===== src/rtl/sfe_pkg.sv =====
// shared types, constants, microcode table and saturation helpers of the stereo echo
`timescale 1ns / 1ps

package sfe_pkg;

    localparam int SAMPLE_BITS = 24;
    localparam int LINE_AW     = 15;
    localparam int LINE_DEPTH  = 1 << LINE_AW;

    localparam int HIST_W  = 32;
    localparam int DIFF_W  = HIST_W + 1;
    localparam int PROD_W  = HIST_W + 2;
    localparam int ACC_W   = HIST_W + 3;
    localparam int COEF_W  = 17;
    localparam int RET_W   = 18;
    localparam int MUL_W   = DIFF_W + RET_W + 1;

    localparam int FRAC_BITS = 8;
    localparam int COEF_FRAC = 16;
    localparam int RET_SHIFT = FRAC_BITS + COEF_FRAC;

    localparam int CFG_IDX_W  = 3;
    localparam int CFG_DATA_W = RET_W;

    localparam logic [COEF_W-1:0] UNITY_Q16  = COEF_W'(65536);
    localparam logic [RET_W-1:0]  RETURN_MAX = RET_W'(131072);

    localparam logic [LINE_AW-1:0] DELAY_RST = LINE_AW'(22500);
    localparam logic [COEF_W-1:0]  FB_RST    = COEF_W'(41943);
    localparam logic [COEF_W-1:0]  LPC_RST   = COEF_W'(8916);
    localparam logic [COEF_W-1:0]  HPC_RST   = COEF_W'(11889);
    localparam logic [RET_W-1:0]   RET_RST   = RET_W'(65536);

    typedef enum logic [CFG_IDX_W-1:0] {
        CFG_POWER = 3'd0,
        CFG_DELAY = 3'd1,
        CFG_FB    = 3'd2,
        CFG_LPC   = 3'd3,
        CFG_HPC   = 3'd4,
        CFG_RET   = 3'd5
    } t_cfg_idx;

    typedef struct packed {
        logic [COEF_W-1:0] fb;
        logic [COEF_W-1:0] lp;
        logic [COEF_W-1:0] hp;
        logic [RET_W-1:0]  ret;
    } t_coefs;

    // lane operations
    typedef enum logic [2:0] {
        OP_NONE      = 3'd0,
        OP_MUL       = 3'd1,
        OP_SUB_F_LP  = 3'd2,
        OP_ACC_LP    = 3'd3,
        OP_SUB_LP_HP = 3'd4,
        OP_ACC_HP    = 3'd5
    } t_lane_op;

    typedef enum logic {
        A_TAP  = 1'b0,
        A_DIFF = 1'b1
    } t_a_sel;

    typedef enum logic [1:0] {
        COEF_FB  = 2'd0,
        COEF_LP  = 2'd1,
        COEF_HP  = 2'd2,
        COEF_RET = 2'd3
    } t_coef_sel;

    typedef enum logic [1:0] {
        SH_8  = 2'd0,
        SH_16 = 2'd1,
        SH_24 = 2'd2
    } t_shift_sel;

    typedef enum logic [1:0] {
        COND_NEVER     = 2'd0,
        COND_NO_ITEM   = 2'd1,
        COND_POWER_OFF = 2'd2,
        COND_OUT_BUSY  = 2'd3
    } t_cond;

    typedef struct packed {
        t_lane_op   op;
        t_a_sel     a_sel;
        t_coef_sel  coef_sel;
        t_shift_sel shift_sel;
        logic       wr_calc;
    } t_lane_ctrl;

    typedef struct packed {
        logic take;
        logic fin_echo;
        logic fin_mute;
    } t_seq_stat;

    localparam int STEP_W = 4;

    typedef struct packed {
        t_cond             cond;
        logic [STEP_W-1:0] target;
        logic              last;
        logic              take;
        logic              fin_echo;
        logic              fin_mute;
        t_lane_ctrl        lane;
    } t_uword;

    localparam logic [STEP_W-1:0] STEP_IDLE     = 4'd0;
    localparam logic [STEP_W-1:0] STEP_CHECK    = 4'd1;
    localparam logic [STEP_W-1:0] STEP_MUL_FB   = 4'd2;
    localparam logic [STEP_W-1:0] STEP_SUB_FLP  = 4'd3;
    localparam logic [STEP_W-1:0] STEP_MUL_LP   = 4'd4;
    localparam logic [STEP_W-1:0] STEP_ACC_LP   = 4'd5;
    localparam logic [STEP_W-1:0] STEP_SUB_LH   = 4'd6;
    localparam logic [STEP_W-1:0] STEP_MUL_HP   = 4'd7;
    localparam logic [STEP_W-1:0] STEP_ACC_HP   = 4'd8;
    localparam logic [STEP_W-1:0] STEP_SUB_E    = 4'd9;
    localparam logic [STEP_W-1:0] STEP_MUL_RET  = 4'd10;
    localparam logic [STEP_W-1:0] STEP_FINISH   = 4'd11;
    localparam logic [STEP_W-1:0] STEP_MUTE     = 4'd12;

    localparam t_uword UW_NOP = '{
        cond: COND_NEVER, target: STEP_IDLE, last: 1'b0, take: 1'b0,
        fin_echo: 1'b0, fin_mute: 1'b0,
        lane: '{op: OP_NONE, a_sel: A_TAP, coef_sel: COEF_FB, shift_sel: SH_8,
                wr_calc: 1'b0}
    };

    // microcode program, one control word per step
    function automatic t_uword ucode(input logic [STEP_W-1:0] step);
        t_uword w;
        w = UW_NOP;
        unique case (step)
            STEP_IDLE: begin
                w.take   = 1'b1;
                w.cond   = COND_NO_ITEM;
                w.target = STEP_IDLE;
            end
            STEP_CHECK: begin
                w.cond   = COND_POWER_OFF;
                w.target = STEP_MUTE;
            end
            STEP_MUL_FB: begin
                w.lane.op        = OP_MUL;
                w.lane.a_sel     = A_TAP;
                w.lane.coef_sel  = COEF_FB;
                w.lane.shift_sel = SH_8;
            end
            STEP_SUB_FLP: w.lane.op = OP_SUB_F_LP;
            STEP_MUL_LP: begin
                w.lane.op        = OP_MUL;
                w.lane.a_sel     = A_DIFF;
                w.lane.coef_sel  = COEF_LP;
                w.lane.shift_sel = SH_16;
            end
            STEP_ACC_LP:  w.lane.op = OP_ACC_LP;
            STEP_SUB_LH:  w.lane.op = OP_SUB_LP_HP;
            STEP_MUL_HP: begin
                w.lane.op        = OP_MUL;
                w.lane.a_sel     = A_DIFF;
                w.lane.coef_sel  = COEF_HP;
                w.lane.shift_sel = SH_16;
            end
            STEP_ACC_HP:  w.lane.op = OP_ACC_HP;
            STEP_SUB_E:   w.lane.op = OP_SUB_LP_HP;
            STEP_MUL_RET: begin
                w.lane.op        = OP_MUL;
                w.lane.a_sel     = A_DIFF;
                w.lane.coef_sel  = COEF_RET;
                w.lane.shift_sel = SH_24;
                w.lane.wr_calc   = 1'b1;
            end
            STEP_FINISH: begin
                w.cond     = COND_OUT_BUSY;
                w.target   = STEP_FINISH;
                w.last     = 1'b1;
                w.fin_echo = 1'b1;
            end
            STEP_MUTE: begin
                w.cond     = COND_OUT_BUSY;
                w.target   = STEP_MUTE;
                w.last     = 1'b1;
                w.fin_mute = 1'b1;
            end
            default: w.last = 1'b1;
        endcase
        return w;
    endfunction

    function automatic logic signed [SAMPLE_BITS-1:0] sat_sample(
        input logic signed [PROD_W-1:0] v
    );
        logic [PROD_W-SAMPLE_BITS:0] hi;
        hi = v[PROD_W-1:SAMPLE_BITS-1];
        if (hi == '0 || hi == '1) begin
            return v[SAMPLE_BITS-1:0];
        end else if (v[PROD_W-1]) begin
            return {1'b1, {(SAMPLE_BITS-1){1'b0}}};
        end else begin
            return {1'b0, {(SAMPLE_BITS-1){1'b1}}};
        end
    endfunction

    function automatic logic signed [HIST_W-1:0] sat_hist(
        input logic signed [ACC_W-1:0] v
    );
        logic [ACC_W-HIST_W:0] hi;
        hi = v[ACC_W-1:HIST_W-1];
        if (hi == '0 || hi == '1) begin
            return v[HIST_W-1:0];
        end else if (v[ACC_W-1]) begin
            return {1'b1, {(HIST_W-1){1'b0}}};
        end else begin
            return {1'b0, {(HIST_W-1){1'b1}}};
        end
    endfunction

endpackage


===== src/rtl/sfe_lane.sv =====
// one channel of the echo datapath: shared multiplier, filter histories, write-back value
`timescale 1ns / 1ps

module sfe_lane import sfe_pkg::*; (
    input  logic                          i_clk,
    input  logic                          i_rst_n,
    input  logic                          i_clear,
    input  t_lane_ctrl                    i_ctrl,
    input  t_coefs                        i_coefs,
    input  logic signed [SAMPLE_BITS-1:0] i_tap,
    input  logic signed [SAMPLE_BITS-1:0] i_sample,
    output logic signed [SAMPLE_BITS-1:0] o_wr_data,
    output logic signed [SAMPLE_BITS-1:0] o_echo
);

    logic signed [HIST_W-1:0]      r_lp;
    logic signed [HIST_W-1:0]      r_hp;
    logic signed [PROD_W-1:0]      r_prod;
    logic signed [DIFF_W-1:0]      r_diff;
    logic signed [SAMPLE_BITS-1:0] r_wr;

    logic [RET_W-1:0]         w_coef;
    logic signed [RET_W:0]    w_b;
    logic signed [DIFF_W-1:0] w_a;
    logic signed [MUL_W-1:0]  w_mul;
    logic signed [MUL_W-1:0]  w_sh;
    logic signed [HIST_W-1:0] w_f;
    logic signed [PROD_W-1:0] w_wsum;

    always_comb begin
        unique case (i_ctrl.coef_sel)
            COEF_FB:  w_coef = RET_W'(i_coefs.fb);
            COEF_LP:  w_coef = RET_W'(i_coefs.lp);
            COEF_HP:  w_coef = RET_W'(i_coefs.hp);
            COEF_RET: w_coef = i_coefs.ret;
            default:  w_coef = i_coefs.ret;
        endcase
    end

    assign w_b   = $signed({1'b0, w_coef});
    assign w_a   = (i_ctrl.a_sel == A_TAP) ? DIFF_W'(i_tap) : r_diff;
    assign w_mul = MUL_W'(w_a) * MUL_W'(w_b);

    // arithmetic shifts round toward minus infinity
    always_comb begin
        unique case (i_ctrl.shift_sel)
            SH_8:    w_sh = w_mul >>> FRAC_BITS;
            SH_16:   w_sh = w_mul >>> COEF_FRAC;
            SH_24:   w_sh = w_mul >>> RET_SHIFT;
            default: w_sh = w_mul >>> RET_SHIFT;
        endcase
    end

    // feedback product fits the history width
    assign w_f    = $signed(r_prod[HIST_W-1:0]);
    assign w_wsum = PROD_W'(r_diff >>> FRAC_BITS) + PROD_W'(i_sample);

    always_ff @(posedge i_clk) begin
        if (!i_rst_n || i_clear) begin
            r_lp <= '0;
            r_hp <= '0;
        end else begin
            unique case (i_ctrl.op)
                OP_ACC_LP: r_lp <= sat_hist(ACC_W'(r_lp) + ACC_W'(r_prod));
                OP_ACC_HP: r_hp <= sat_hist(ACC_W'(r_hp) + ACC_W'(r_prod));
                OP_NONE, OP_MUL, OP_SUB_F_LP, OP_SUB_LP_HP: begin
                end
                default: begin
                end
            endcase
        end
    end

    always_ff @(posedge i_clk) begin
        unique case (i_ctrl.op)
            OP_MUL:       r_prod <= w_sh[PROD_W-1:0];
            OP_SUB_F_LP:  r_diff <= DIFF_W'(w_f) - DIFF_W'(r_lp);
            OP_SUB_LP_HP: r_diff <= DIFF_W'(r_lp) - DIFF_W'(r_hp);
            OP_NONE, OP_ACC_LP, OP_ACC_HP: begin
            end
            default: begin
            end
        endcase
        if (i_ctrl.wr_calc) begin
            r_wr <= sat_sample(w_wsum);
        end
    end

    assign o_wr_data = r_wr;
    assign o_echo    = sat_sample(r_prod);

endmodule


===== config.mk =====
export PLATFORM = sky130hd
export DESIGN_NAME = sfe_lane
export DESIGN_NICKNAME = d
export VERILOG_FILES = /design/src/rtl/sfe_pkg.sv /design/src/rtl/sfe_lane.sv
export SDC_FILE = /design/constraint.sdc
export NUM_CORES = 2
export LEC_CHECK = 0
export BUFFER_PORTS_ARGS = -buffer_cell sky130_fd_sc_hd__buf_2
export CORE_ASPECT_RATIO = 1.5
export CORE_MARGIN = 2
export CORE_UTILIZATION = 40
export DETAILED_ROUTE_END_ITERATION = 8
export PLACE_DENSITY = 0.67
export SLEW_MARGIN = 30
export SYNTH_ARGS = -nofsm -noshare
export SYNTH_HDL_FRONTEND = slang
export SYNTH_SLANG_ARGS = --single-unit

===== constraint.sdc =====
create_clock -name i_clk -period 9.11 [get_ports i_clk]
set_input_delay 0.911 -clock i_clk [delete_from_list [all_inputs] [get_ports i_clk]]
set_output_delay 0.911 -clock i_clk [all_outputs]
set_load 0.05 [all_outputs]

==> impl_metrics.tcl <==
set metrics [dict create \
    cts_max_level 4 \
    crit_slowest_cell "fa_1" \
    grt-ovfl-total 0 \
    port_buffers 176 \
    period_share_pct 92.8 \
    postSynthAreaPerCell_um2 8.48 \
    place_worst_setup_slack_ps 238 \
    crit_required_ps 9410 \
    worst_pin_slew_ps 961 \
    grt_pass1_wl_mm 181 \
    yosys.area.top_type "fa_1" \
    grt_max_degree 50 \
    final_cell_mix "inv_1 (831), fa_1 (577), nor2_1 (521)" \
    cts-root-buf "clkbuf_16" \
    ys_warn_count 0 \
    groute.usage.overall_pct 26.3 \
    tns_ps 0 \
    async_flop_share_pct 0 \
    syn_area_mm2 0.0358 \
    fin_ws_ps 655 \
    final_antenna_net_count 0 \
    path_clk_slew_ps 70 \
    rsz0062_at_grt "false" \
    wl_per_cell_um 21.5 \
    clockBufferDepth 2 \
    relSlewSlack_pct 35.9 \
    dr_total_vias 30279 \
    cts_tree "done" \
    setup_viol 0 \
    synth_top_area_share_pct 32.2 \
    cts_setup_buffers 0 \
    cp.arrival_ps 8760 \
    max_freq_mhz 118 \
    cp-end-kind "flop" \
    die_area_mm2 0.0920 \
    vias_per_cell 5.49 \
    ys_seq_elements 155 \
    slowest_delay_ps 550 \
    ctsResizeCount 0 \
    first_global_vias 30878 \
    cts_sinks 155 \
    row_count 134 \
    final_common_cell "inv_1" \
    hp-class "reg2reg" \
    outcome "completed" \
    synth_flop_cell "edfxtp_1" \
    crit_fanout 33 \
    core_area_mm2 0.0889 \
    chipHeight_um 371 \
    synth_cell_types 83 \
    startpoint_type "input pin" \
    clk_latency_ps 460 \
    ctsHoldBuffers 0 \
    synthTopCellsByArea "fa_1 (32%), ha_1 (9.8%), inv_1 (8.7%), edfxtp_1 (7.6%), nor2_1 (5.5%)" \
    fin_hold_ws_ps 515 \
    die_w_um 248 \
    syn_nets 5213 \
    gp_congestion 0.996 \
    synth_edf_count 91 \
    initial_core_util_pct 40.3 \
    final_nets 5329 \
    finClkSkew_ps 9.67 \
    hold_viol_final 0 \
    drc 0 \
    cap_violations 0 \
    numCtsBuffers 17 \
    min_period_ps 8450 \
    syn_to_final_growth_pct 8.76 \
    io_pins 177 \
    drive_gt1_share_pct 9.72 \
    dp.final_hpwl_mm 98.7 \
    worst_path_most_repeated_cell "fa_1" \
    synth-seq-area-share_pct 11.2 \
    drtIter0Drc 2288 \
    antenna_found_initial 12 \
    firstDrtPassIters 8 \
    setup.worst_path.class "in2reg" \
    slew_violations 0 \
    routed_wl_mm 118 \
    netlist_instances 4225 \
]
==> through the flow <==
step / util, % / area, um2 / instances
after floorplan: - / 35800 / 4225
after global placement: 43.2 / 38400 / 5477
after detailed placement: 43.2 / 38400 / 5478
after CTS: 43.8 / 39000 / 5510
after global routing: 43.8 / 39000 / 5513
final: 43.8 / 39000 / 5514
==> final timing paths <==
kind | startpoint | end | slack [ps] | depth (start not counted)
max reg2reg | r_diff[18]$_DFFE_PP_ | r_prod[20]$_DFFE_PN_ | 1310 | 25
min | r_hp[18]$_SDFFE_PP0N_ | r_hp[18]$_SDFFE_PP0N_ | 510 | 2
min reg2reg | r_hp[18]$_SDFFE_PP0N_ | r_hp[18]$_SDFFE_PP0N_ | 510 | 2
max | i_ctrl[3] | r_prod[26]$_DFFE_PN_ | 660 | 28
==> registers in the layout (all words and copies together), names as in the netlist <==
| signal | flops |
|---|---|
| r_prod | 34 |
| r_diff | 33 |
| r_hp | 32 |
| o_wr_data | 24 |
| r_lp | 32 |
==> synth_stat cells, types with 33 or more instances <==
master / number
a21oi_1: 201
nor2_1: 524
nand3_1: 34
ha_1: 282
nand2b_1: 81
edfxtp_1: 91
mux2_2: 39
nor2b_1: 33
a221oi_1: 36
xnor2_1: 111
clkbuf_1: 149
nor3_1: 41
dfxtp_1: 64
xor2_1: 52
o21ai_0: 155
inv_1: 831
o21bai_1: 41
mux2i_1: 60
fa_1: 577
nand2_1: 319
a21o_1: 103
==> worst max-delay path: cells and delay by family <==
kind | cells | cell delay [ps]
AO/OA/AOI/OAI | 9 | 2110
adder cells (fa/ha/maj) | 7 | 3390
buffers and inverters | 7 | 950
multiplexers | 2 | 740
AND/OR/NAND/NOR | 3 | 630
==> routing by layer <==
| metal | share of wire [%] | wire length (um) | up-vias | track usage (%) |
|---|---|---|---|---|
| met2 | 49 | 57800 | 1171 | 44.6 |
| met4 | 9.5 | 11200 | 6 | 20.0 |
| met3 | 6.0 | 7110 | 382 | 3.18 |
| met5 | 0.030 | 36 | - | 0 |
| li1 | - | - | 13752 | - |
| met1 | 36 | 42300 | 14968 | 29.9 |
==> logic make-up (layout without fill, tap and decap cells) <==
group / count (synthesis) / in the layout / share of synthesized area (%)
compound gates: 778 / 778 / 14.5
other cells: 0 / 4 / 0
fa+ha+maj: 859 / 859 / 42.1
buf+inv: 1005 / 1134 / 10.6
xor+xnor: 163 / 163 / 3.98
mux: 104 / 104 / 3.22
flops: 155 / 155 / 11.2
simple gates: 1161 / 1161 / 14.3
==> cell type report <==
cell class                 instances  area, um2
sequential                       155       4010
clock inverter                    14        139
timing repair buffer             270       1730
antenna                            4       10.0
clock buffer                      18        429
inverter                         832       3120
multi-input combinational       3065      28100
tap                             1156       1450
fill                            8794      49900
Power is left out: the tool's default activity adds up to more than one toggle a clock period on the data nets, which glitch-free logic cannot reach.
