<file path="src/rtl/sfe_pkg.sv">
// shared types, constants, microcode table and saturation helpers of the stereo echo
`timescale 1ns / 1ps

package sfe_pkg;

    localparam int SAMPLE_BITS = 24;
    localparam int LINE_AW     = 15;
    localparam int LINE_DEPTH  = 1 << LINE_AW;

    localparam int HIST_W  = 32;
    localparam int DIFF_W  = HIST_W + 1;
    localparam int PROD_W  = HIST_W + 2;
    localparam int ACC_W   = HIST_W + 3;
    localparam int COEF_W  = 17;
    localparam int RET_W   = 18;
    localparam int MUL_W   = DIFF_W + RET_W + 1;

    localparam int FRAC_BITS = 8;
    localparam int COEF_FRAC = 16;
    localparam int RET_SHIFT = FRAC_BITS + COEF_FRAC;

    localparam int CFG_IDX_W  = 3;
    localparam int CFG_DATA_W = RET_W;

    localparam logic [COEF_W-1:0] UNITY_Q16  = COEF_W'(65536);
    localparam logic [RET_W-1:0]  RETURN_MAX = RET_W'(131072);

    localparam logic [LINE_AW-1:0] DELAY_RST = LINE_AW'(22500);
    localparam logic [COEF_W-1:0]  FB_RST    = COEF_W'(41943);
    localparam logic [COEF_W-1:0]  LPC_RST   = COEF_W'(8916);
    localparam logic [COEF_W-1:0]  HPC_RST   = COEF_W'(11889);
    localparam logic [RET_W-1:0]   RET_RST   = RET_W'(65536);

    typedef enum logic [CFG_IDX_W-1:0] {
        CFG_POWER = 3'd0,
        CFG_DELAY = 3'd1,
        CFG_FB    = 3'd2,
        CFG_LPC   = 3'd3,
        CFG_HPC   = 3'd4,
        CFG_RET   = 3'd5
    } t_cfg_idx;

    typedef struct packed {
        logic [COEF_W-1:0] fb;
        logic [COEF_W-1:0] lp;
        logic [COEF_W-1:0] hp;
        logic [RET_W-1:0]  ret;
    } t_coefs;

    // lane operations
    typedef enum logic [2:0] {
        OP_NONE      = 3'd0,
        OP_MUL       = 3'd1,
        OP_SUB_F_LP  = 3'd2,
        OP_ACC_LP    = 3'd3,
        OP_SUB_LP_HP = 3'd4,
        OP_ACC_HP    = 3'd5
    } t_lane_op;

    typedef enum logic {
        A_TAP  = 1'b0,
        A_DIFF = 1'b1
    } t_a_sel;

    typedef enum logic [1:0] {
        COEF_FB  = 2'd0,
        COEF_LP  = 2'd1,
        COEF_HP  = 2'd2,
        COEF_RET = 2'd3
    } t_coef_sel;

    typedef enum logic [1:0] {
        SH_8  = 2'd0,
        SH_16 = 2'd1,
        SH_24 = 2'd2
    } t_shift_sel;

    typedef enum logic [1:0] {
        COND_NEVER     = 2'd0,
        COND_NO_ITEM   = 2'd1,
        COND_POWER_OFF = 2'd2,
        COND_OUT_BUSY  = 2'd3
    } t_cond;

    typedef struct packed {
        t_lane_op   op;
        t_a_sel     a_sel;
        t_coef_sel  coef_sel;
        t_shift_sel shift_sel;
        logic       wr_calc;
    } t_lane_ctrl;

    typedef struct packed {
        logic take;
        logic fin_echo;
        logic fin_mute;
    } t_seq_stat;

    localparam int STEP_W = 4;

    typedef struct packed {
        t_cond             cond;
        logic [STEP_W-1:0] target;
        logic              last;
        logic              take;
        logic              fin_echo;
        logic              fin_mute;
        t_lane_ctrl        lane;
    } t_uword;

    localparam logic [STEP_W-1:0] STEP_IDLE     = 4'd0;
    localparam logic [STEP_W-1:0] STEP_CHECK    = 4'd1;
    localparam logic [STEP_W-1:0] STEP_MUL_FB   = 4'd2;
    localparam logic [STEP_W-1:0] STEP_SUB_FLP  = 4'd3;
    localparam logic [STEP_W-1:0] STEP_MUL_LP   = 4'd4;
    localparam logic [STEP_W-1:0] STEP_ACC_LP   = 4'd5;
    localparam logic [STEP_W-1:0] STEP_SUB_LH   = 4'd6;
    localparam logic [STEP_W-1:0] STEP_MUL_HP   = 4'd7;
    localparam logic [STEP_W-1:0] STEP_ACC_HP   = 4'd8;
    localparam logic [STEP_W-1:0] STEP_SUB_E    = 4'd9;
    localparam logic [STEP_W-1:0] STEP_MUL_RET  = 4'd10;
    localparam logic [STEP_W-1:0] STEP_FINISH   = 4'd11;
    localparam logic [STEP_W-1:0] STEP_MUTE     = 4'd12;

    localparam t_uword UW_NOP = '{
        cond: COND_NEVER, target: STEP_IDLE, last: 1'b0, take: 1'b0,
        fin_echo: 1'b0, fin_mute: 1'b0,
        lane: '{op: OP_NONE, a_sel: A_TAP, coef_sel: COEF_FB, shift_sel: SH_8,
                wr_calc: 1'b0}
    };

    // microcode program, one control word per step
    function automatic t_uword ucode(input logic [STEP_W-1:0] step);
        t_uword w;
        w = UW_NOP;
        unique case (step)
            STEP_IDLE: begin
                w.take   = 1'b1;
                w.cond   = COND_NO_ITEM;
                w.target = STEP_IDLE;
            end
            STEP_CHECK: begin
                w.cond   = COND_POWER_OFF;
                w.target = STEP_MUTE;
            end
            STEP_MUL_FB: begin
                w.lane.op        = OP_MUL;
                w.lane.a_sel     = A_TAP;
                w.lane.coef_sel  = COEF_FB;
                w.lane.shift_sel = SH_8;
            end
            STEP_SUB_FLP: w.lane.op = OP_SUB_F_LP;
            STEP_MUL_LP: begin
                w.lane.op        = OP_MUL;
                w.lane.a_sel     = A_DIFF;
                w.lane.coef_sel  = COEF_LP;
                w.lane.shift_sel = SH_16;
            end
            STEP_ACC_LP:  w.lane.op = OP_ACC_LP;
            STEP_SUB_LH:  w.lane.op = OP_SUB_LP_HP;
            STEP_MUL_HP: begin
                w.lane.op        = OP_MUL;
                w.lane.a_sel     = A_DIFF;
                w.lane.coef_sel  = COEF_HP;
                w.lane.shift_sel = SH_16;
            end
            STEP_ACC_HP:  w.lane.op = OP_ACC_HP;
            STEP_SUB_E:   w.lane.op = OP_SUB_LP_HP;
            STEP_MUL_RET: begin
                w.lane.op        = OP_MUL;
                w.lane.a_sel     = A_DIFF;
                w.lane.coef_sel  = COEF_RET;
                w.lane.shift_sel = SH_24;
                w.lane.wr_calc   = 1'b1;
            end
            STEP_FINISH: begin
                w.cond     = COND_OUT_BUSY;
                w.target   = STEP_FINISH;
                w.last     = 1'b1;
                w.fin_echo = 1'b1;
            end
            STEP_MUTE: begin
                w.cond     = COND_OUT_BUSY;
                w.target   = STEP_MUTE;
                w.last     = 1'b1;
                w.fin_mute = 1'b1;
            end
            default: w.last = 1'b1;
        endcase
        return w;
    endfunction

    function automatic logic signed [SAMPLE_BITS-1:0] sat_sample(
        input logic signed [PROD_W-1:0] v
    );
        logic [PROD_W-SAMPLE_BITS:0] hi;
        hi = v[PROD_W-1:SAMPLE_BITS-1];
        if (hi == '0 || hi == '1) begin
            return v[SAMPLE_BITS-1:0];
        end else if (v[PROD_W-1]) begin
            return {1'b1, {(SAMPLE_BITS-1){1'b0}}};
        end else begin
            return {1'b0, {(SAMPLE_BITS-1){1'b1}}};
        end
    endfunction

    function automatic logic signed [HIST_W-1:0] sat_hist(
        input logic signed [ACC_W-1:0] v
    );
        logic [ACC_W-HIST_W:0] hi;
        hi = v[ACC_W-1:HIST_W-1];
        if (hi == '0 || hi == '1) begin
            return v[HIST_W-1:0];
        end else if (v[ACC_W-1]) begin
            return {1'b1, {(HIST_W-1){1'b0}}};
        end else begin
            return {1'b0, {(HIST_W-1){1'b1}}};
        end
    endfunction

endpackage

</file>
<file path="src/rtl/sfe_seq.sv">
// microcode sequencer: step counter, control rom and conditional jumps
`timescale 1ns / 1ps

module sfe_seq import sfe_pkg::*; (
    input  logic       i_clk,
    input  logic       i_rst_n,
    input  logic       i_in_valid,
    input  logic       i_power,
    input  logic       i_out_busy,
    output t_lane_ctrl o_lane,
    output t_seq_stat  o_stat
);

    logic [STEP_W-1:0] r_step;
    logic [STEP_W-1:0] n_step;
    t_uword            w_uw;
    logic              w_jump;

    assign w_uw = ucode(r_step);

    always_comb begin
        unique case (w_uw.cond)
            COND_NEVER:     w_jump = 1'b0;
            COND_NO_ITEM:   w_jump = !i_in_valid;
            COND_POWER_OFF: w_jump = !i_power;
            COND_OUT_BUSY:  w_jump = i_out_busy;
            default:        w_jump = 1'b0;
        endcase
    end

    always_comb begin
        if (w_jump) begin
            n_step = w_uw.target;
        end else if (w_uw.last) begin
            n_step = STEP_IDLE;
        end else begin
            n_step = r_step + STEP_W'(1);
        end
    end

    always_ff @(posedge i_clk) begin
        if (!i_rst_n) begin
            r_step <= STEP_IDLE;
        end else begin
            r_step <= n_step;
        end
    end

    assign o_lane          = w_uw.lane;
    assign o_stat.take     = w_uw.take;
    // finishing actions only fire on the cycle the step is left
    assign o_stat.fin_echo = w_uw.fin_echo && !w_jump;
    assign o_stat.fin_mute = w_uw.fin_mute && !w_jump;

endmodule

</file>
<file path="config.mk">
export PLATFORM = sky130hd
export DESIGN_NAME = sfe_seq
export DESIGN_NICKNAME = d
export VERILOG_FILES = /design/src/rtl/sfe_pkg.sv /design/src/rtl/sfe_seq.sv
export SDC_FILE = /design/constraint.sdc
export NUM_CORES = 1
export LEC_CHECK = 0
export BUFFER_PORTS_ARGS = -buffer_cell sky130_fd_sc_hd__buf_2
export CAP_MARGIN = 20
export CORE_AREA = 2 2 39 41
export DETAILED_ROUTE_END_ITERATION = 10
export DIE_AREA = 0 0 41 43
export PLACE_DENSITY_LB_ADDON = 0.12
export SETUP_SLACK_MARGIN = 0.05
export SYNTH_ARGS = -nofsm -noshare
export SYNTH_HDL_FRONTEND = slang
export SYNTH_SLANG_ARGS = --single-unit
</file>
<file path="constraint.sdc">
create_clock -name i_clk -period 1.7 [get_ports i_clk]
set_clock_uncertainty 0.05 [all_clocks]
set_input_delay 0.17 -clock i_clk [delete_from_list [all_inputs] [get_ports i_clk]]
set_output_delay 0.17 -clock i_clk [all_outputs]
set_load 0.1 [all_outputs]
</file>
==> results of run 1 <==
## critical path, delay by kind of cell, from the launching register on
kind	cells	cell delay [ns]
DFF	1	0.37
and+or+nand+nor	2	0.21
buffers and inverters	2	0.22
AOI/OAI and AO/OA	1	0.17
adders and majority gates	1	0.19
## worst paths after layout
check | cells past startpoint | slack [ns] | endpoint | from
worst max-delay path | 6 | 0.09 | o_lane[6] | r_step[1]
worst min-delay path | 3 | 0.15 | r_step[3] | i_rst_n
worst max register to register | 8 | 0.12 | r_step[1] | r_step[0]
worst min register to register | 3 | 0.55 | r_step[0] | r_step[0]
## through the flow
step | hold slack (ns) | util (%) | setup WS [ns] | cell area (um2) | setup TNS (ns)
detailed placement | 0.3959 | 58.68 | 0.02300 | 812.0 | 0
floorplan | 0.2362 | - | -0.1184 | 559.3 | -0.2931
finish | 0.1517 | 67.99 | 0.08565 | 940.9 | 0
global placement | 0.3833 | 58.68 | 0.09878 | 812.0 | 0
global route | 0.1642 | 67.99 | 0.009012 | 940.9 | 0
CTS | 0.1433 | 64.56 | 0.04063 | 893.4 | 0
## synth_stat cells, drive strengths merged
master / n
a211oi: 1
a21oi: 1
a31oi: 2
and2: 1
and2b: 2
and3: 1
buf: 4
dfxtp: 4
ha: 4
inv: 5
nand2: 13
nand2b: 1
nand3: 2
nand3b: 1
nand4: 2
nor2: 7
nor2b: 1
nor3: 3
nor4b: 1
o21a: 1
o21ai: 10
o21bai: 1
or3: 1
## per-layer routing
metal  part of all wire, %  global-route usage, %
met1                    47                  24.60
met2                    51                  22.50
met3                   1.9                      0
met4                     0                  6.000
met5                     0                      0
## cells by family (layout without fill, tap and decap cells)
| group | after synthesis | in the layout | share of synthesized area, % |
|---|---|---|---|
| AND/OR/NAND/NOR | 36 | 36 | 42.49 |
| AO/OA/AOI/OAI | 16 | 16 | 19.43 |
| buffers and inverters | 9 | 30 | 11.14 |
| adder cells (fa/ha/maj) | 4 | 4 | 10.36 |
| flip-flops | 4 | 4 | 16.58 |
## repair_timing
action                                  in CTS  in global routing
endpoints found under the setup margin       9                 12
pin swaps                                    2                  5
resized for setup                           14                 10
setup buffers                                1                  2
endpoints found under the hold margin        0                  0
## final cells by class
| type | count | area, um2 | share of cell area (%) |
|---|---|---|---|
| Multi-Input combinational cell | 56 | 473.0 | 50.27 |
| Timing Repair Buffer | 22 | 309.0 | 32.85 |
| Sequential cell | 4 | 88.84 | 9.441 |
| Inverter | 5 | 27.53 | 2.926 |
| Clock buffer | 3 | 22.52 | 2.394 |
| Tap cell | 16 | 20.02 | 2.128 |
==> qor.yml, run 1 <==
yosys-top-cells-area: "dfxtp_1 17%, ha_1 10%, nand2_1 9.3%, o21ai_0 7.3%, buf_6 4.7%"
yosysWarnings: 0
cp_max_fo: 8
synth_area_um2: 483.0
gp_congestion: 0.8044
synthCells: 69
worst_pin_slew_ns: 0.2751
hpwl_um: 912.9
path_clk_slew_ns: 0.03
num_io_pins: 17
ys_seq_area_share_pct: 16.58
arrival_ns: 1.39
syn-num-nets: 78
fp.dieW_um: 41
grt_usage_pct: 15.83
slew_headroom_pct: 81.59
largestRegisters: "r_step: 4 flops"
clockBufferDepth: 2
numCtsBuffers: 3
drt-wirelength-per-cell_um: 11.58
core_area_um2: 1384
rows: 14
die_h_um: 43
grt_pass1_vias: 458
status: "completed"
numPortBuffers: 16
cts_tree: "yes"
finalNonFillerCells: 106
hold_path_class: "in2reg"
via_per_inst: 5.151
grt_overflow_total: 0
top_register: "r_step"
final_common_cell: "buf_12"
largest_reg_flops: 4
hold_viol: 0
synthToLayoutAreaGrowth_pct: 94.82
initial_utilization_pct: 34.90
vias: 546
syn_avg_cell_area_um2: 6.999
ys_ff_latch: 4
die_area_um2: 1763
postCtsHoldBufs: 0
path_class: "reg2out"
cts.sinks: 4
grt_first_pass_wirelength_mm: 1.980
clock_latency_ns: 0.23
required_ns: 1.48
routed_wl_mm: 1.228
maxCapViolations: 0
ant_nets: 0
drc: 0
antenna_found_initial: 0
fin_crit_sh_pct: 94.96
slew_violations: 0
nFillCells: 110
cp_slowest_cell: "dfxtp_4"
drtPass1Iterations: 4
placedCellCount: 100
fmax_ghz: 0.6194
diodes: 0
drive_above_1_share_pct: 62.22
final_cell_mix: "12 x buf_12, 10 x nand2_1, 5 x nor2_4, 5 x o21ai_0, 5 x buf_4"
cp-end-kind: "primary output"
grt_max_degree: 9
fin_crit_ns: 1.614
start_kind: "flop"
setup_viol: 0
slowest_delay_ns: 0.37
root_buffer: "clkbuf_4"
yosysUniqueCellTypes: 30
crit_chain: "inv_4, ha_4, nor3_4, o21a_1, nor2_4, buf_12"
nNetsFinal: 101
htree_levels: 1
drtIter0Drc: 20
yosysTopAreaCell: "dfxtp_1"
rsz0062_at_grt: "yes"
synth_top_cell_area_share_pct: 16.58
Power of run 1 is left out: the tool's default activity adds up to more than one toggle a clock period on the data nets, which glitch-free logic cannot reach.
==> run 2, diff against run 1 <==
Settings changed: CORE_AREA 2 2 39 41 to default, CORE_MARGIN from default to 2, CORE_UTILIZATION from default to 35, DIE_AREA 0 0 41 43 to default.
==> qor.yml, run 2 (synthesis results as in run 1) <==
largest_reg_flops: 4
die_area_um2: 1693
grt_usage_pct: 16.24
worst-path-buf-inv: 2
cts.sinks: 4
path_class: "reg2out"
arrival_ns: 1.40
largestRegisters: "r_step: 4 flops"
final_cell_mix: "12 x buf_12, 10 x nand2_1, 6 x buf_4, 5 x nor2_4"
hpwl_um: 941.2
fin_crit_ns: 1.624
hold_viol: 0
crit_chain: "inv_4, ha_4, nor3_2, o21a_1, nor2_4, buf_12"
num_io_pins: 17
grt_overflow_total: 0
numPortBuffers: 16
setup_slack_ns: 0.07632
rows: 13
slew_violations: 0
start_kind: "flop"
via_per_inst: 5.170
path_clk_slew_ns: 0.03
setup_viol: 0
nNetsFinal: 102
slew_headroom_pct: 80.15
grt_max_degree: 9
top_register: "r_step"
ant_nets: 0
drtIter0Drc: 6
drc: 0
antenna_found_initial: 0
vias: 548
hold_path_class: "in2reg"
gp_congestion: 0.7893
synthToLayoutAreaGrowth_pct: 94.30
final_common_cell: "buf_12"
slowest_delay_ns: 0.38
core_area_um2: 1301
diodes: 0
pre_cts_ws_ns: 0.05190
grt_pass1_vias: 413
clock_latency_ns: 0.23
regToRegSetupSlack_ns: 0.13
cp-end-kind: "primary output"
clockBufferDepth: 2
fin_crit_sh_pct: 95.51
cp_slowest_cell: "dfxtp_4"
postCtsHoldBufs: 0
routed_wl_mm: 1.286
htree_levels: 1
cts_tree: "yes"
worst_pin_slew_ns: 0.2967
crit_family: "flip-flops"
whs_ns: 0.1440
die_h_um: 41.15
maxCapViolations: 0
root_buffer: "clkbuf_4"
drive_above_1_share_pct: 62.64
fp.dieW_um: 41.15
cp_max_fo: 6
grt_first_pass_wirelength_mm: 1.773
drt-wirelength-per-cell_um: 12.13
fmax_ghz: 0.6159
fin_tns_setup_ns: 0
status: "completed"
required_ns: 1.48
rsz0062_at_grt: "yes"
initial_utilization_pct: 37.12
numCtsBuffers: 3
drtPass1Iterations: 4
## run 2: cell types whose count changed in the layout (fill, tap and decap cells not counted), sizes merged
cell,delta
clkbuf,+1
## run 2: repair_timing
action | in CTS | in global routing
pin swaps | 3 | 7
buffers inserted | 2 | 3
setup endpoints to repair | 13 | 11
gates resized for setup | 13 | 9
## run 2: final timing paths
check,startpoint,end,depth (start not counted)
worst max-delay path,r_step[0],o_lane[6],6
worst min-delay path,i_rst_n,r_step[3],3
worst max register to register,r_step[1],r_step[0],8
worst min register to register,r_step[0],r_step[0],3
## run 2: layer usage
layer	vias to the layer above	GRT usage (%)	wire [um]
li1	280	-	-
met2	11	24.61	682
met5	-	0	0
met3	0	3.261	31
met4	0	9.677	0
met1	257	20.90	572
## run 2: final cells by class
| type | instances | area [um2] |
|---|---|---|
| Multi-Input combinational cell | 56 | 470.5 |
| Clock buffer | 3 | 22.52 |
| Tap cell | 15 | 18.77 |
| Timing Repair Buffer | 23 | 310.3 |
| Inverter | 5 | 27.53 |
| Sequential cell | 4 | 88.84 |
| Fill cell | 95 | 362.8 |
## run 2: worst register-to-register path: stages, from the launching register on
cell and delay (ns):
dfxtp_4 0.37, inv_4 0.05, ha_4 0.19, buf_4 0.14
nor3_2 0.15, o21ai_1 0.12, and3_1 0.20, nand4_1 0.08
o21ai_0 0.08
## run 2: stage by stage
stage | std cells | area [um2] | utilization [%]
3_3_place_gp | 98 | 803.3 | 61.73
5_1_grt | 106 | 938.4 | 72.12
6_report | 106 | 938.4 | 72.12
3_5_place_dp | 98 | 803.3 | 61.73
4_1_cts | 103 | 887.1 | 68.17
2_1_floorplan | 69 | 559.3 | -
Power of run 2 is left out for the same reason.
==> run 3, diff against run 2 <==
Settings changed: CORE_MARGIN 2 to default, CTS_CLUSTER_DIAMETER from default to 150.
==> qor.yml, run 3 (synthesis results as in run 1) <==
setup_viol: 0
largestRegisters: "r_step: 4 flops"
wl_met2_um: 731
grt_usage_pct: 20.78
numCtsBuffers: 3
final_common_cell: "buf_12"
top_layer: "met3"
routed_wl_mm: 1.369
postCtsHoldBufs: 0
rows: 13
hp-start: "i_rst_n"
via_per_inst: 5.096
worst_pin_slew_ns: 0.2790
top_register: "r_step"
clock_latency_ns: 0.23
crit_chain: "inv_4, ha_4, nor3_2, o21a_1, nor2_4, buf_12"
worst_r2r_path_depth: 8
synthToLayoutAreaGrowth_pct: 98.96
r2r-start: "r_step[0]"
die_h_um: 39.15
rsz0062_at_grt: "yes"
regToRegSetupSlack_ns: 0.12
gp_congestion: 0.7950
cts_tree: "yes"
num_io_pins: 17
setup_slack_ns: 0.07419
maxCapViolations: 0
hold_depth: 3
core_area_um2: 1285
arrival_ns: 1.41
cp-end-kind: "primary output"
path_class: "reg2out"
hold_viol: 0
grt_overflow_total: 0
slew_violations: 0
root_buffer: "clkbuf_4"
htree_levels: 1
path_clk_slew_ns: 0.03
cp_slowest_cell: "dfxtp_4"
wl_met3_um: 13
hold_end: "r_step[3]"
drtPass1Iterations: 3
fin_crit_ns: 1.626
hold_path_class: "in2reg"
hpwl_um: 899.3
cp_max_fo: 6
vias: 530
drtIter0Drc: 11
grt_max_degree: 8
diodes: 0
die_area_um2: 1532
drt-wirelength-per-cell_um: 13.16
fp.dieW_um: 39.15
slew_headroom_pct: 81.37
m1WireLength_um: 623
required_ns: 1.48
placedCellCount: 98
largest_reg_flops: 4
final_cell_mix: "12 x buf_12, 10 x nand2_1, 5 x nor2_4"
fin_crit_sh_pct: 95.64
cts.sinks: 4
timing.rr.end: "r_step[0]"
pre_cts_ws_ns: 0.02331
start_kind: "flop"
nNetsFinal: 100
slowest_delay_ns: 0.36
drive_above_1_share_pct: 66.29
finalNonFillerCells: 104
grt_first_pass_wirelength_mm: 2.118
fmax_ghz: 0.6151
clockBufferDepth: 2
numPortBuffers: 16
antenna_found_initial: 0
ant_nets: 0
grt_pass1_vias: 461
status: "completed"
initial_utilization_pct: 37.59
drc: 0
## run 3: routing by layer
metal,global-route usage (%),vias to the layer above
li1,-,274
met1,26.96,249
met2,31.25,7
met3,3.468,0
met4,12.93,0
met5,0,-
## run 3: worst max-delay path by stage
stage	from	endpoint	depth (start not counted)
floorplan	r_step[0]	o_lane[5]	5
global placement	r_step[0]	r_step[2]	6
detailed placement	r_step[0]	r_step[2]	6
CTS	r_step[1]	o_lane[6]	6
global route	r_step[1]	o_lane[6]	6
finish	r_step[0]	o_lane[6]	6
## run 3: final cells by class
cell class              instances  area [um2]
multi-input cells              56       500.5
fillers                        86       324.1
repair buffers                 21       301.5
flip-flops and latches          4       90.09
inverters                       5       27.53
clock buffers                   3       22.52
well taps                      15       18.77
## run 3: timing repair
| action | in CTS | in global routing |
|---|---|---|
| pin swaps | 3 | 6 |
| buffers inserted | 3 | 0 |
| endpoints found under the setup margin | 15 | 13 |
| gates resized for setup | 17 | 17 |
| cloned | 0 | 0 |
## run 3: stage by stage
stage | util [%] | TNS (ns) | hold slack [ns] | area, um2
2_1_floorplan | - | -0.2931 | 0.2362 | 559.3
3_3_place_gp | 62.51 | 0 | 0.3839 | 803.3
3_5_place_dp | 62.51 | 0 | 0.3844 | 803.3
4_1_cts | 70.89 | 0 | 0.1308 | 910.9
5_1_grt | 74.78 | 0 | 0.1513 | 960.9
6_report | 74.78 | 0 | 0.1365 | 960.9
## run 3: worst max-delay path, delay by kind of cell (launching register included)
kind	cells	cell delay [ns]
flops	1	0.36
buf+inv	2	0.26
compound gates	1	0.19
simple gates	2	0.17
fa+ha+maj	1	0.19
Power of run 3 is left out for the same reason.
